$ cat src/rtl/tle_pkg.sv
// Shared constants, codes and control/status types for the terminal line editor.
`timescale 1ns / 1ps

package tle_pkg;

   // Default line buffer depth
   localparam int LINE_DEPTH_DEF = 32;

   // Character codes
   localparam logic [7:0] CHAR_CR    = 8'h0D;
   localparam logic [7:0] CHAR_GT    = 8'h3E;
   localparam logic [7:0] CHAR_BS    = 8'h08;
   localparam logic [7:0] CHAR_SPACE = 8'h20;
   localparam logic [7:0] CHAR_ESC   = 8'h1B;
   localparam logic [7:0] CHAR_LBRK  = 8'h5B;
   localparam logic [7:0] CHAR_K     = 8'h4B;

   // Destination codes
   localparam logic DEST_TERM = 1'b0;
   localparam logic DEST_LINE = 1'b1;

   // Source of the next result beat
   typedef enum logic [2:0] {
      OSEL_ECHO = 3'd0,
      OSEL_ESC  = 3'd1,
      OSEL_LBRK = 3'd2,
      OSEL_K    = 3'd3,
      OSEL_LINE = 3'd4,
      OSEL_TERM = 3'd5
   } osel_type;

   // Controller to datapath
   typedef struct packed {
      logic     load_item;
      logic     emit;
      osel_type osel;
      logic     last;
      logic     store;
      logic     pos_clr;
      logic     pos_dec;
      logic     idx_clr;
      logic     idx_inc;
   } cmd_type;

   // Datapath to controller
   typedef struct packed {
      logic out_free;
      logic is_line_end;
      logic is_bs;
      logic is_print;
      logic pos_zero;
      logic idx_last;
   } status_type;

endpackage

$ cat src/rtl/tle_ram.sv
// Generic single-write, single-read RAM with registered read data.
`timescale 1ns / 1ps

module tle_ram #(
   parameter int WIDTH = 8,
   parameter int DEPTH = 32
) (
   input  logic                     clock,
   input  logic                     wr_en,
   input  logic [$clog2(DEPTH)-1:0] wr_addr,
   input  logic [WIDTH-1:0]         wr_data,
   input  logic [$clog2(DEPTH)-1:0] rd_addr,
   output logic [WIDTH-1:0]         rd_data
);

   logic [WIDTH-1:0] mem_ff [DEPTH];
   logic [WIDTH-1:0] rd_data_ff;

   // Write port
   always_ff @(posedge clock) begin
      if (wr_en) begin
         mem_ff[wr_addr] <= wr_data;
      end
   end

   // Registered read port
   always_ff @(posedge clock) begin
      rd_data_ff <= mem_ff[rd_addr];
   end

   assign rd_data = rd_data_ff;

endmodule

$ cat src/rtl/tle_ctrl.sv
// Sequencer for the line editor: accepts a beat and steps through its results.
`timescale 1ns / 1ps

module tle_ctrl (
   input  logic                clock,
   input  logic                reset,
   input  logic                req_valid,
   output logic                req_ready,
   input  tle_pkg::status_type status,
   output tle_pkg::cmd_type    cmd
);

   import tle_pkg::*;

   typedef enum logic [7:0] {
      ST_IDLE      = 8'b0000_0001,
      ST_ECHO      = 8'b0000_0010,
      ST_ESC1      = 8'b0000_0100,
      ST_ESC2      = 8'b0000_1000,
      ST_ESC3      = 8'b0001_0000,
      ST_DUMP_ADDR = 8'b0010_0000,
      ST_DUMP_EMIT = 8'b0100_0000,
      ST_TERM      = 8'b1000_0000
   } state_type;

   state_type state_ff, state_in;

   // Next state and command decode
   always_comb begin
      state_in      = state_ff;
      req_ready     = 1'b0;
      cmd           = '0;
      cmd.osel      = OSEL_ECHO;
      case (state_ff)
         ST_IDLE: begin
            req_ready = 1'b1;
            if (req_valid) begin
               cmd.load_item = 1'b1;
               state_in      = ST_ECHO;
            end
         end
         ST_ECHO: begin
            if (status.out_free) begin
               cmd.emit = 1'b1;
               cmd.osel = OSEL_ECHO;
               cmd.last = !(status.is_line_end || status.is_bs);
               if (status.is_line_end) begin
                  cmd.idx_clr = 1'b1;
                  state_in    = status.pos_zero ? ST_TERM : ST_DUMP_ADDR;
               end else if (status.is_bs) begin
                  cmd.pos_dec = 1'b1;
                  state_in    = ST_ESC1;
               end else begin
                  cmd.store = status.is_print;
                  state_in  = ST_IDLE;
               end
            end
         end
         ST_ESC1: begin
            if (status.out_free) begin
               cmd.emit = 1'b1;
               cmd.osel = OSEL_ESC;
               state_in = ST_ESC2;
            end
         end
         ST_ESC2: begin
            if (status.out_free) begin
               cmd.emit = 1'b1;
               cmd.osel = OSEL_LBRK;
               state_in = ST_ESC3;
            end
         end
         ST_ESC3: begin
            if (status.out_free) begin
               cmd.emit = 1'b1;
               cmd.osel = OSEL_K;
               cmd.last = 1'b1;
               state_in = ST_IDLE;
            end
         end
         // RAM read address settles here; data is registered into the next state
         ST_DUMP_ADDR: begin
            state_in = ST_DUMP_EMIT;
         end
         ST_DUMP_EMIT: begin
            if (status.out_free) begin
               cmd.emit    = 1'b1;
               cmd.osel    = OSEL_LINE;
               cmd.idx_inc = 1'b1;
               state_in    = status.idx_last ? ST_TERM : ST_DUMP_ADDR;
            end
         end
         ST_TERM: begin
            if (status.out_free) begin
               cmd.emit    = 1'b1;
               cmd.osel    = OSEL_TERM;
               cmd.last    = 1'b1;
               cmd.pos_clr = 1'b1;
               state_in    = ST_IDLE;
            end
         end
         default: begin
            state_in = ST_IDLE;
         end
      endcase
   end

   // State register
   always_ff @(posedge clock) begin
      if (reset) begin
         state_ff <= ST_IDLE;
      end else begin
         state_ff <= state_in;
      end
   end

endmodule

$ cat src/rtl/tle_dp.sv
// Datapath: held input byte, write position, read index, line store and output register.
`timescale 1ns / 1ps

module tle_dp #(
   parameter int LINE_DEPTH = tle_pkg::LINE_DEPTH_DEF
) (
   input  logic                clock,
   input  logic                reset,
   input  logic [7:0]          req_rx_byte,
   input  tle_pkg::cmd_type    cmd,
   output tle_pkg::status_type status,
   output logic                rsp_valid,
   input  logic                rsp_ready,
   output logic [7:0]          rsp_out_byte,
   output logic                rsp_dest,
   output logic                rsp_last_of_run
);

   import tle_pkg::*;

   localparam int PTR_W = $clog2(LINE_DEPTH);

   logic [7:0]       item_ff;
   logic [PTR_W-1:0] pos_ff, pos_in;
   logic [PTR_W-1:0] idx_ff, idx_in;
   logic [7:0]       rd_data;
   logic             rsp_valid_ff;
   logic [7:0]       out_byte_ff;
   logic             dest_ff;
   logic             last_ff;
   logic [7:0]       out_byte_in;

   // Input beat capture, carriage return folded into the terminator
   always_ff @(posedge clock) begin
      if (cmd.load_item) begin
         item_ff <= (req_rx_byte == CHAR_CR) ? CHAR_GT : req_rx_byte;
      end
   end

   // Write position
   always_comb begin
      pos_in = pos_ff;
      if (cmd.pos_clr) begin
         pos_in = '0;
      end else if (cmd.pos_dec) begin
         if (pos_ff != '0) begin
            pos_in = pos_ff - PTR_W'(1);
         end
      end else if (cmd.store) begin
         pos_in = (pos_ff == PTR_W'(LINE_DEPTH - 1)) ? '0 : pos_ff + PTR_W'(1);
      end
   end

   // Line read index
   always_comb begin
      idx_in = idx_ff;
      if (cmd.idx_clr) begin
         idx_in = '0;
      end else if (cmd.idx_inc) begin
         idx_in = idx_ff + PTR_W'(1);
      end
   end

   always_ff @(posedge clock) begin
      if (reset) begin
         pos_ff <= '0;
         idx_ff <= '0;
      end else begin
         pos_ff <= pos_in;
         idx_ff <= idx_in;
      end
   end

   // Line store
   tle_ram #(
      .WIDTH (8),
      .DEPTH (LINE_DEPTH)
   ) u_line_ram (
      .clock   (clock),
      .wr_en   (cmd.store),
      .wr_addr (pos_ff),
      .wr_data (item_ff),
      .rd_addr (idx_ff),
      .rd_data (rd_data)
   );

   // Result byte select
   always_comb begin
      case (cmd.osel)
         OSEL_ECHO: out_byte_in = item_ff;
         OSEL_ESC:  out_byte_in = CHAR_ESC;
         OSEL_LBRK: out_byte_in = CHAR_LBRK;
         OSEL_K:    out_byte_in = CHAR_K;
         OSEL_LINE: out_byte_in = rd_data;
         OSEL_TERM: out_byte_in = CHAR_GT;
         default:   out_byte_in = item_ff;
      endcase
   end

   // Output register
   always_ff @(posedge clock) begin
      if (reset) begin
         rsp_valid_ff <= 1'b0;
      end else if (cmd.emit) begin
         rsp_valid_ff <= 1'b1;
      end else if (rsp_ready) begin
         rsp_valid_ff <= 1'b0;
      end
   end

   always_ff @(posedge clock) begin
      if (cmd.emit) begin
         out_byte_ff <= out_byte_in;
         dest_ff     <= ((cmd.osel == OSEL_LINE) || (cmd.osel == OSEL_TERM)) ?
                        DEST_LINE : DEST_TERM;
         last_ff     <= cmd.last;
      end
   end

   assign rsp_valid       = rsp_valid_ff;
   assign rsp_out_byte    = out_byte_ff;
   assign rsp_dest        = dest_ff;
   assign rsp_last_of_run = last_ff;

   // Status back to the controller
   always_comb begin
      status.out_free    = !rsp_valid_ff || rsp_ready;
      status.is_line_end = (item_ff == CHAR_GT);
      status.is_bs       = (item_ff == CHAR_BS);
      status.is_print    = (item_ff >= CHAR_SPACE);
      status.pos_zero    = (pos_ff == '0);
      status.idx_last    = ({1'b0, idx_ff} + (PTR_W + 1)'(1)) == {1'b0, pos_ff};
   end

   // A new result never overwrites one still waiting
   a_emit_free: assert property (@(posedge clock) disable iff (reset)
      cmd.emit |-> (!rsp_valid_ff || rsp_ready))
      else $error("result loaded over a pending beat");

   // Write position stays inside the buffer
   a_pos_range: assert property (@(posedge clock) disable iff (reset)
      {1'b0, pos_ff} < (PTR_W + 1)'(LINE_DEPTH))
      else $error("write position out of range");

   // Line dump only reads entries below the write position
   a_dump_idx: assert property (@(posedge clock) disable iff (reset)
      (cmd.emit && (cmd.osel == OSEL_LINE)) |-> (idx_ff < pos_ff))
      else $error("line read beyond write position");

   // Terminator beat leaves the position at zero
   a_term_clr: assert property (@(posedge clock) disable iff (reset)
      (cmd.emit && (cmd.osel == OSEL_TERM)) |=> (pos_ff == '0))
      else $error("position not cleared after line end");

endmodule

$ cat src/rtl/terminal_line_editor_core.sv
// The input byte is registered as the held item; its echo beat is then loaded into the output register once free.
// A plain byte gives one echo beat; a backspace gives four (echo plus ESC [ K, one beat each).
// Line end: echo, each stored byte via an address and an emit state for the RAM read, terminator.
// Output stalls hold the sequencer; a new input is taken while the final result beat still waits.
// Reset: write position zero, output register empty; line store contents are not cleared.
`timescale 1ns / 1ps

module terminal_line_editor_core #(
   parameter int LINE_DEPTH = tle_pkg::LINE_DEPTH_DEF
) (
   input  logic       clock,
   input  logic       reset,
   input  logic       req_valid,
   output logic       req_ready,
   input  logic [7:0] req_rx_byte,
   output logic       rsp_valid,
   input  logic       rsp_ready,
   output logic [7:0] rsp_out_byte,
   output logic       rsp_dest,
   output logic       rsp_last_of_run
);

   import tle_pkg::*;

   cmd_type    cmd;
   status_type status;

   // Sequencer
   tle_ctrl u_ctrl (
      .clock     (clock),
      .reset     (reset),
      .req_valid (req_valid),
      .req_ready (req_ready),
      .status    (status),
      .cmd       (cmd)
   );

   // Datapath
   tle_dp #(
      .LINE_DEPTH (LINE_DEPTH)
   ) u_dp (
      .clock           (clock),
      .reset           (reset),
      .req_rx_byte     (req_rx_byte),
      .cmd             (cmd),
      .status          (status),
      .rsp_valid       (rsp_valid),
      .rsp_ready       (rsp_ready),
      .rsp_out_byte    (rsp_out_byte),
      .rsp_dest        (rsp_dest),
      .rsp_last_of_run (rsp_last_of_run)
   );

endmodule

$ cat config.mk
export PLATFORM = sky130hd
export DESIGN_NAME = terminal_line_editor_core
export DESIGN_NICKNAME = d
export VERILOG_FILES = /design/src/rtl/tle_pkg.sv /design/src/rtl/tle_ram.sv /design/src/rtl/tle_ctrl.sv /design/src/rtl/tle_dp.sv /design/src/rtl/terminal_line_editor_core.sv
export SDC_FILE = /design/constraint.sdc
export NUM_CORES = 1
export LEC_CHECK = 0
export CAP_MARGIN = 20
export CORE_MARGIN = 5
export CORE_UTILIZATION = 35
export DETAILED_ROUTE_END_ITERATION = 10
export DONT_BUFFER_PORTS = 1
export PLACE_DENSITY_LB_ADDON = 0.15
export SETUP_SLACK_MARGIN = 0.1
export SYNTH_ARGS = -nofsm -noshare
export SYNTH_HDL_FRONTEND = slang
export SYNTH_HIERARCHICAL = 1
export SYNTH_SLANG_ARGS = --single-unit
$ cat constraint.sdc
create_clock -name clock -period 3.6 [get_ports clock]
set_input_delay 0.72 -clock clock [delete_from_list [all_inputs] [get_ports clock]]
set_output_delay 0.72 -clock clock [all_outputs]
set_load 0.02 [all_outputs]
**Yosys cells after proc, flatten, opt, wreduce, memory -nomap -nowiden**

Memory sizes are Yosys's and may differ from the RTL's. A register that Yosys moved wholly into a read port is not among the register bits.
Cells that the tools add are included.

- Bits in registers: 37
- Bits in writable memories: 256
- Input port bits: 12
- Memories: 1

Memory list:

| memory | words | width | rd ports | clocked after Yosys merged registers in | wr ports | line | source |
|---|---|---|---|---|---|---|---|
| u_dp.u_line_ram.mem_ff | 32 | 8 | 1 | 1 | 1 | tle_ram.sv:16 | `logic [WIDTH-1:0] mem_ff [DEPTH];` |

- Add/subtract/negate cells: 4
- $lt $le $gt $ge: 1
- Eq/ne operators: 25
- Mux-type cells: 43
- Reduce and logical (&&, ||, !) cells: 14

Operators with widths:

| operator | number |
|---|---|
| 8-bit 2-to-1 mux | 9 |
| 8-bit case mux with 7 select lines | 1 |
| 8-bit case mux with 5 select lines | 1 |
| 5-bit 2-to-1 mux | 6 |
| 8-bit by 4-bit == test with 1-bit output (second input constant) | 3 |
| 4-bit case mux with 6 select lines | 1 |
| 1-bit 2-to-1 mux | 17 |
| 8-bit by 6-bit == test with 1-bit output (second input constant) | 2 |
| 4-bit 2-to-1 mux | 3 |
| 5-bit by 1-bit adder with 5-bit output (second input constant) | 2 |
| 2-bit inequality test (second input constant) | 5 |
| 8-bit by 1-bit == test with 1-bit output (second input constant) | 1 |
| 8-bit by 2-bit == test with 1-bit output (second input constant) | 1 |
| 8-bit by 3-bit == test with 1-bit output (second input constant) | 1 |
| 8-bit by 5-bit == test with 1-bit output (second input constant) | 1 |
| 8-bit by 7-bit == test with 1-bit output (second input constant) | 1 |
| 8-bit == test (second input constant) | 1 |
| 8-bit by 6-bit >= comparator with 1-bit output (second input constant) | 1 |
| 5-bit by 1-bit adder with 6-bit output (second input constant) | 1 |
| 3-bit by 2-bit == test with 1-bit output (second input constant) | 2 |
| 3-bit == test (second input constant) | 2 |
| 6-bit by 5-bit == test with 1-bit output | 1 |
| 6-bit 2-to-1 mux | 1 |
| 6-bit AND reduction | 1 |
| 14 further kinds | 22 |

**Logic depth before layout (Yosys ltp)**

- Depth after elaboration: 8
- Gate-level depth with buffers: 11
- Gate-level depth less buffers: 9

**Modules after synthesis**

The synthesis kept the hierarchy.

By module, submodules not included:

| module | instances | cells an instance | area each (µm²) | sequential area each (µm²) |
|---|---|---|---|---|
| tle_ram | 1 | 417 | 10053.4 | 7847.5 |
| tle_dp | 1 | 157 | 1587.8 | 760.7 |
| tle_ctrl | 1 | 90 | 683.2 | 160.2 |

**Worst setup path before layout**

Ideal clock, no wire load.

- Path kind: flip-flop to flip-flop
- Start point: reg u_dp.item_ff[7]
- End point: mem u_dp.u_line_ram.mem_ff[0][0] (enable)
- Setup time: 0.370 ns
- Arrival: 2.430 ns
- Data required time: 3.230 ns
- Path slack: 0.800 ns
- Stages on the path, launching flop included: 8
- Buffers on the path: 1
- Period minus slack after synthesis: 2.800 ns
- Path through: edfxtp_1 or4_1 nor2_1 nor2b_1 and4b_1 or3b_2 clkbuf_1 nor2_1

RTL lines:

| item | line | source |
|---|---|---|
| start: declaration | tle_dp.sv:23 | `logic [7:0] item_ff;` |
| start signal: assignment | tle_dp.sv:36 | `item_ff <= (req_rx_byte == CHAR_CR) ? CHAR_GT : req_rx_byte;` |
| end: declaration | tle_ram.sv:16 |  |

==> flow_summary.toml <==
[cells_and_area]
area_growth_syn_to_layout_pct = 14.56
final_cells = 1187
num-fill-cells = 3063
nets = 724
num_antenna_cells = 0
drive_above_1_share = 0.2746

[worst_setup_path]
cpLargestDelayFamily = "simple AND/OR/NAND/NOR gates"
cp_cell_sequence = "or3_1 -> or2_2 -> o21ai_0 -> nor3b_2 -> a311o_1"
cp_slowest_cell = "nor3b_2"
crit_cells = 5
worstSetupEndpoint = "u_dp/rsp_out_byte[3]"
path_buf_inv = 0
reg2reg_slack_ns = 0.80
r2r_start = "u_ctrl/state_ff[1]"
crit_arrival_ns = 2.99
startpoint_type = "flip-flop"
slowest_delay_ns = 0.52
critPathMaxFanout = 11
crit_start = "u_ctrl/state_ff[1]"
critPathCaptureType = "flip-flop"
cp_data_required_time_ns = 3.79
reg2reg_depth = 5
reg2reg_to = "u_dp/rsp_out_byte[3]"
critical_path_class = "flip-flop to flip-flop"

[route]
vias = 6254
route.detailed.drc = 0
vias_per_cell = 5.269
first_iter_violations = 456
drt_wl_total_um = 28150
dr.pass1.iters = 5
ant_nets = 0
routedWlPerCell_um = 23.72

[clock_tree]
cts.path.max_buffers = 3
cts_resized = 0
cts_tree = "yes"
cts_buffers = 31
root_buffer = "clkbuf_16"
cts.sinks = 301
clk_pin_slew_ns = 0.06
worstSkewPairLatency_ns = 0.55
holdBufCountCts = 0
post_cts_buffers = 0
h-tree-depth = 1

[floorplanning]
pin_count = 24
die_y_um = 197.7
row_count = 68
coreArea_sq_um = 34630
die-area_sq_um = 39070
die_w_um = 197.7
start_util = 0.3559

[power]
p_leak_nw = 4.428
ir_drop_mv = 0.4100
powerDensity_nw_per_um2 = 547.4

[synthesis]
ys_ff_latch = 301
syn_area_per_cell_sq_um = 18.56
synth_cell_types = 60
synthesis.nets = 680
seq_area_frac_synth = 0.7115
synth_ff_type = "edfxtp_1"
async_flop_share = 0
syn_area_sq_um = 12320
synth-edff-count = 274
syn_inst = 664
yosys_warnings = 6

[timing]
finalHoldViolations = 0
slew_headroom = 0.4607
max_freq_ghz = 0.3578
finalClockSkew_ns = 0.007561
timing.hold.ws_ns = 0.2292
setup_tns_ns = 0
setup_viol = 0
period_share = 0.7764
maxSlewViolCount = 0
post-route-min-period_ns = 2.795
grt_setup_unrepaired = "no"
worst_pin_slew_ns = 0.8060

[placed_design]
dp.cells = 1130
hpwl_um = 18460
io_buffers = 0
globalplace.congestion = 0.7825

[grt]
grt_util_all_layers = 0.1442
first_global_vias = 6355
grt_max_degree = 37
grt_pass1_wl_um = 42250
gr-total-overflow = 0
antenna_found_initial = 3

[hold_path]
min_path_type = "input port to flip-flop"

[flow_run]
cap_violations = 0

[outcome]
status = "finished, final reports clean"
-- cell usage in the layout, fill, tap and decap left out, drive strengths merged, types with 3 or more instances in the layout --
master,Yosys,routed
buf,24,49
nand2,7,7
or3,5,5
nor2b,5,5
clkinv,0,14
and2,3,3
bufinv,0,6
edfxtp,274,274
nand2b,7,7
or2,3,3
nand3,9,9
o21ai,14,14
nor2,59,59
mux4,80,80
xor2,11,11
mux2i,7,7
clkbuf,14,35
nor4,5,5
nand4,5,5
inv,14,15
nor3,12,12
mux2,9,9
nand3b,6,6
dfxtp,27,27
and3,3,3
xnor2,6,6
a21oi,14,14
a32oi,5,5
or3b,4,4
ha,4,4
-- through the flow --
| step | instance area [sq um] | util | worst slack [ns] | total power, mW |
|---|---|---|---|---|
| floorplan | 12320 | - | 0.7996 | 4.325 |
| global placement | 13060 | 0.3771 | 0.7854 | 4.502 |
| detailed placement | 13060 | 0.3771 | 0.7812 | 4.514 |
| CTS | 14120 | 0.4077 | 0.7901 | 7.829 |
| global route | 14120 | 0.4077 | 0.5395 | 8.008 |
| finish | 14120 | 0.4077 | 0.8049 | 7.729 |
-- synth_stat cells, types with 2 or more instances --
cell type,count,area [sq um]
buf_1,7,26.28
and2_1,3,18.77
clkbuf_1,13,48.80
nand4_1,5,31.28
xnor2_1,6,52.55
or2_2,3,18.77
o21ai_0,14,70.07
nand2b_1,7,43.79
buf_6,5,56.30
edfxtp_1,274,8228
nor2b_1,5,31.28
or4_1,2,15.01
nand3b_1,6,45.04
xor2_1,11,96.34
o211ai_1,2,15.01
nand3_1,9,45.04
buf_4,6,45.04
or3_1,5,31.28
nor2_1,59,221.5
a31oi_1,2,12.51
mux2_2,9,101.4
a32oi_1,5,43.79
buf_2,5,25.02
mux2i_1,7,70.07
dfxtp_1,27,540.5
a22oi_1,2,15.01
nor4_1,4,25.02
and3_1,2,12.51
nor3_1,12,60.06
ha_1,4,50.05
inv_1,14,52.55
or3b_2,4,35.03
mux4_2,80,1802
a21oi_1,13,65.06
nand2_1,7,26.28
-- kinds of logic (layout without fill, tap and decap cells) --
family | count (synthesis) | count (layout) | synth area share
buffers and inverters | 52 | 120 | 0.02223
adders and majority gates | 4 | 4 | 0.004061
and+or+nand+nor | 143 | 143 | 0.06274
muxes | 96 | 96 | 0.1601
AOI/OAI and AO/OA | 51 | 51 | 0.02731
DFF | 301 | 301 | 0.7115
xor gates and xnor gates | 17 | 17 | 0.01208
-- flip-flops by register name (all words and copies together) (netlist names) --
name	flops
u_ctrl/state_ff	8
u_dp/item_ff	8
u_dp/u_line_ram/rd_data	8
u_dp/rsp_valid	1
u_dp/u_line_ram/mem_ff	256
u_dp/rsp_last_of_run	1
u_dp/rsp_dest	1
u_dp/rsp_out_byte	8
u_dp/idx_ff	5
u_dp/pos_ff	5
-- power breakdown --
part           leakage, nW  total (mW)  internal (mW)  switching (mW)
Clock                0.518        3.30           2.00            1.30
Combinational         1.22       0.412          0.128           0.284
Sequential            2.69        4.02           3.94          0.0744
Total                 4.43        7.73           6.07            1.65
-- cell type report --
| cell class | instances | area [sq um] | share of cell area |
|---|---|---|---|
| Inverter | 14 | 52.55 | 0.003722 |
| Tap cell | 455 | 569.3 | 0.04032 |
| Multi-Input combinational cell | 311 | 3282 | 0.2325 |
| Timing Repair Buffer | 49 | 380.4 | 0.02694 |
| Sequential cell | 301 | 8773 | 0.6214 |
| Clock buffer | 35 | 790.8 | 0.05601 |
| Clock inverter | 22 | 270.3 | 0.01914 |
-- worst min-delay path by stage --
stage	startpoint	to	slack, ns	depth (start not counted)
final	reset	u_dp/idx_ff[0]	0.23	1
after global routing	reset	u_dp/idx_ff[2]	0.20	1
after CTS	reset	u_dp/idx_ff[0]	0.20	1
after detailed placement	u_dp/u_line_ram/rd_data[2]	u_dp/rsp_out_byte[2]	0.55	2
after global placement	u_dp/u_line_ram/rd_data[5]	u_dp/rsp_out_byte[5]	0.56	2
after floorplan	u_dp/u_line_ram/rd_data[2]	u_dp/rsp_out_byte[2]	0.50	2
-- routing by layer --
layer	routed length (um)	up-vias	track usage
met5	0	-	0
met4	574	0	0.03035
met3	1573	41	0.02865
met2	13290	177	0.2288
met1	12720	3265	0.2087
li1	-	2771	-
-- worst register-to-register path: stages, from the launching register on --
cell and delay (ns):
dfxtp_1 0.41, or3_1 0.49, or2_2 0.37, o21ai_0 0.13, nor3b_2 0.52, a311o_1 0.52
(Power assumes the default switching activity.)
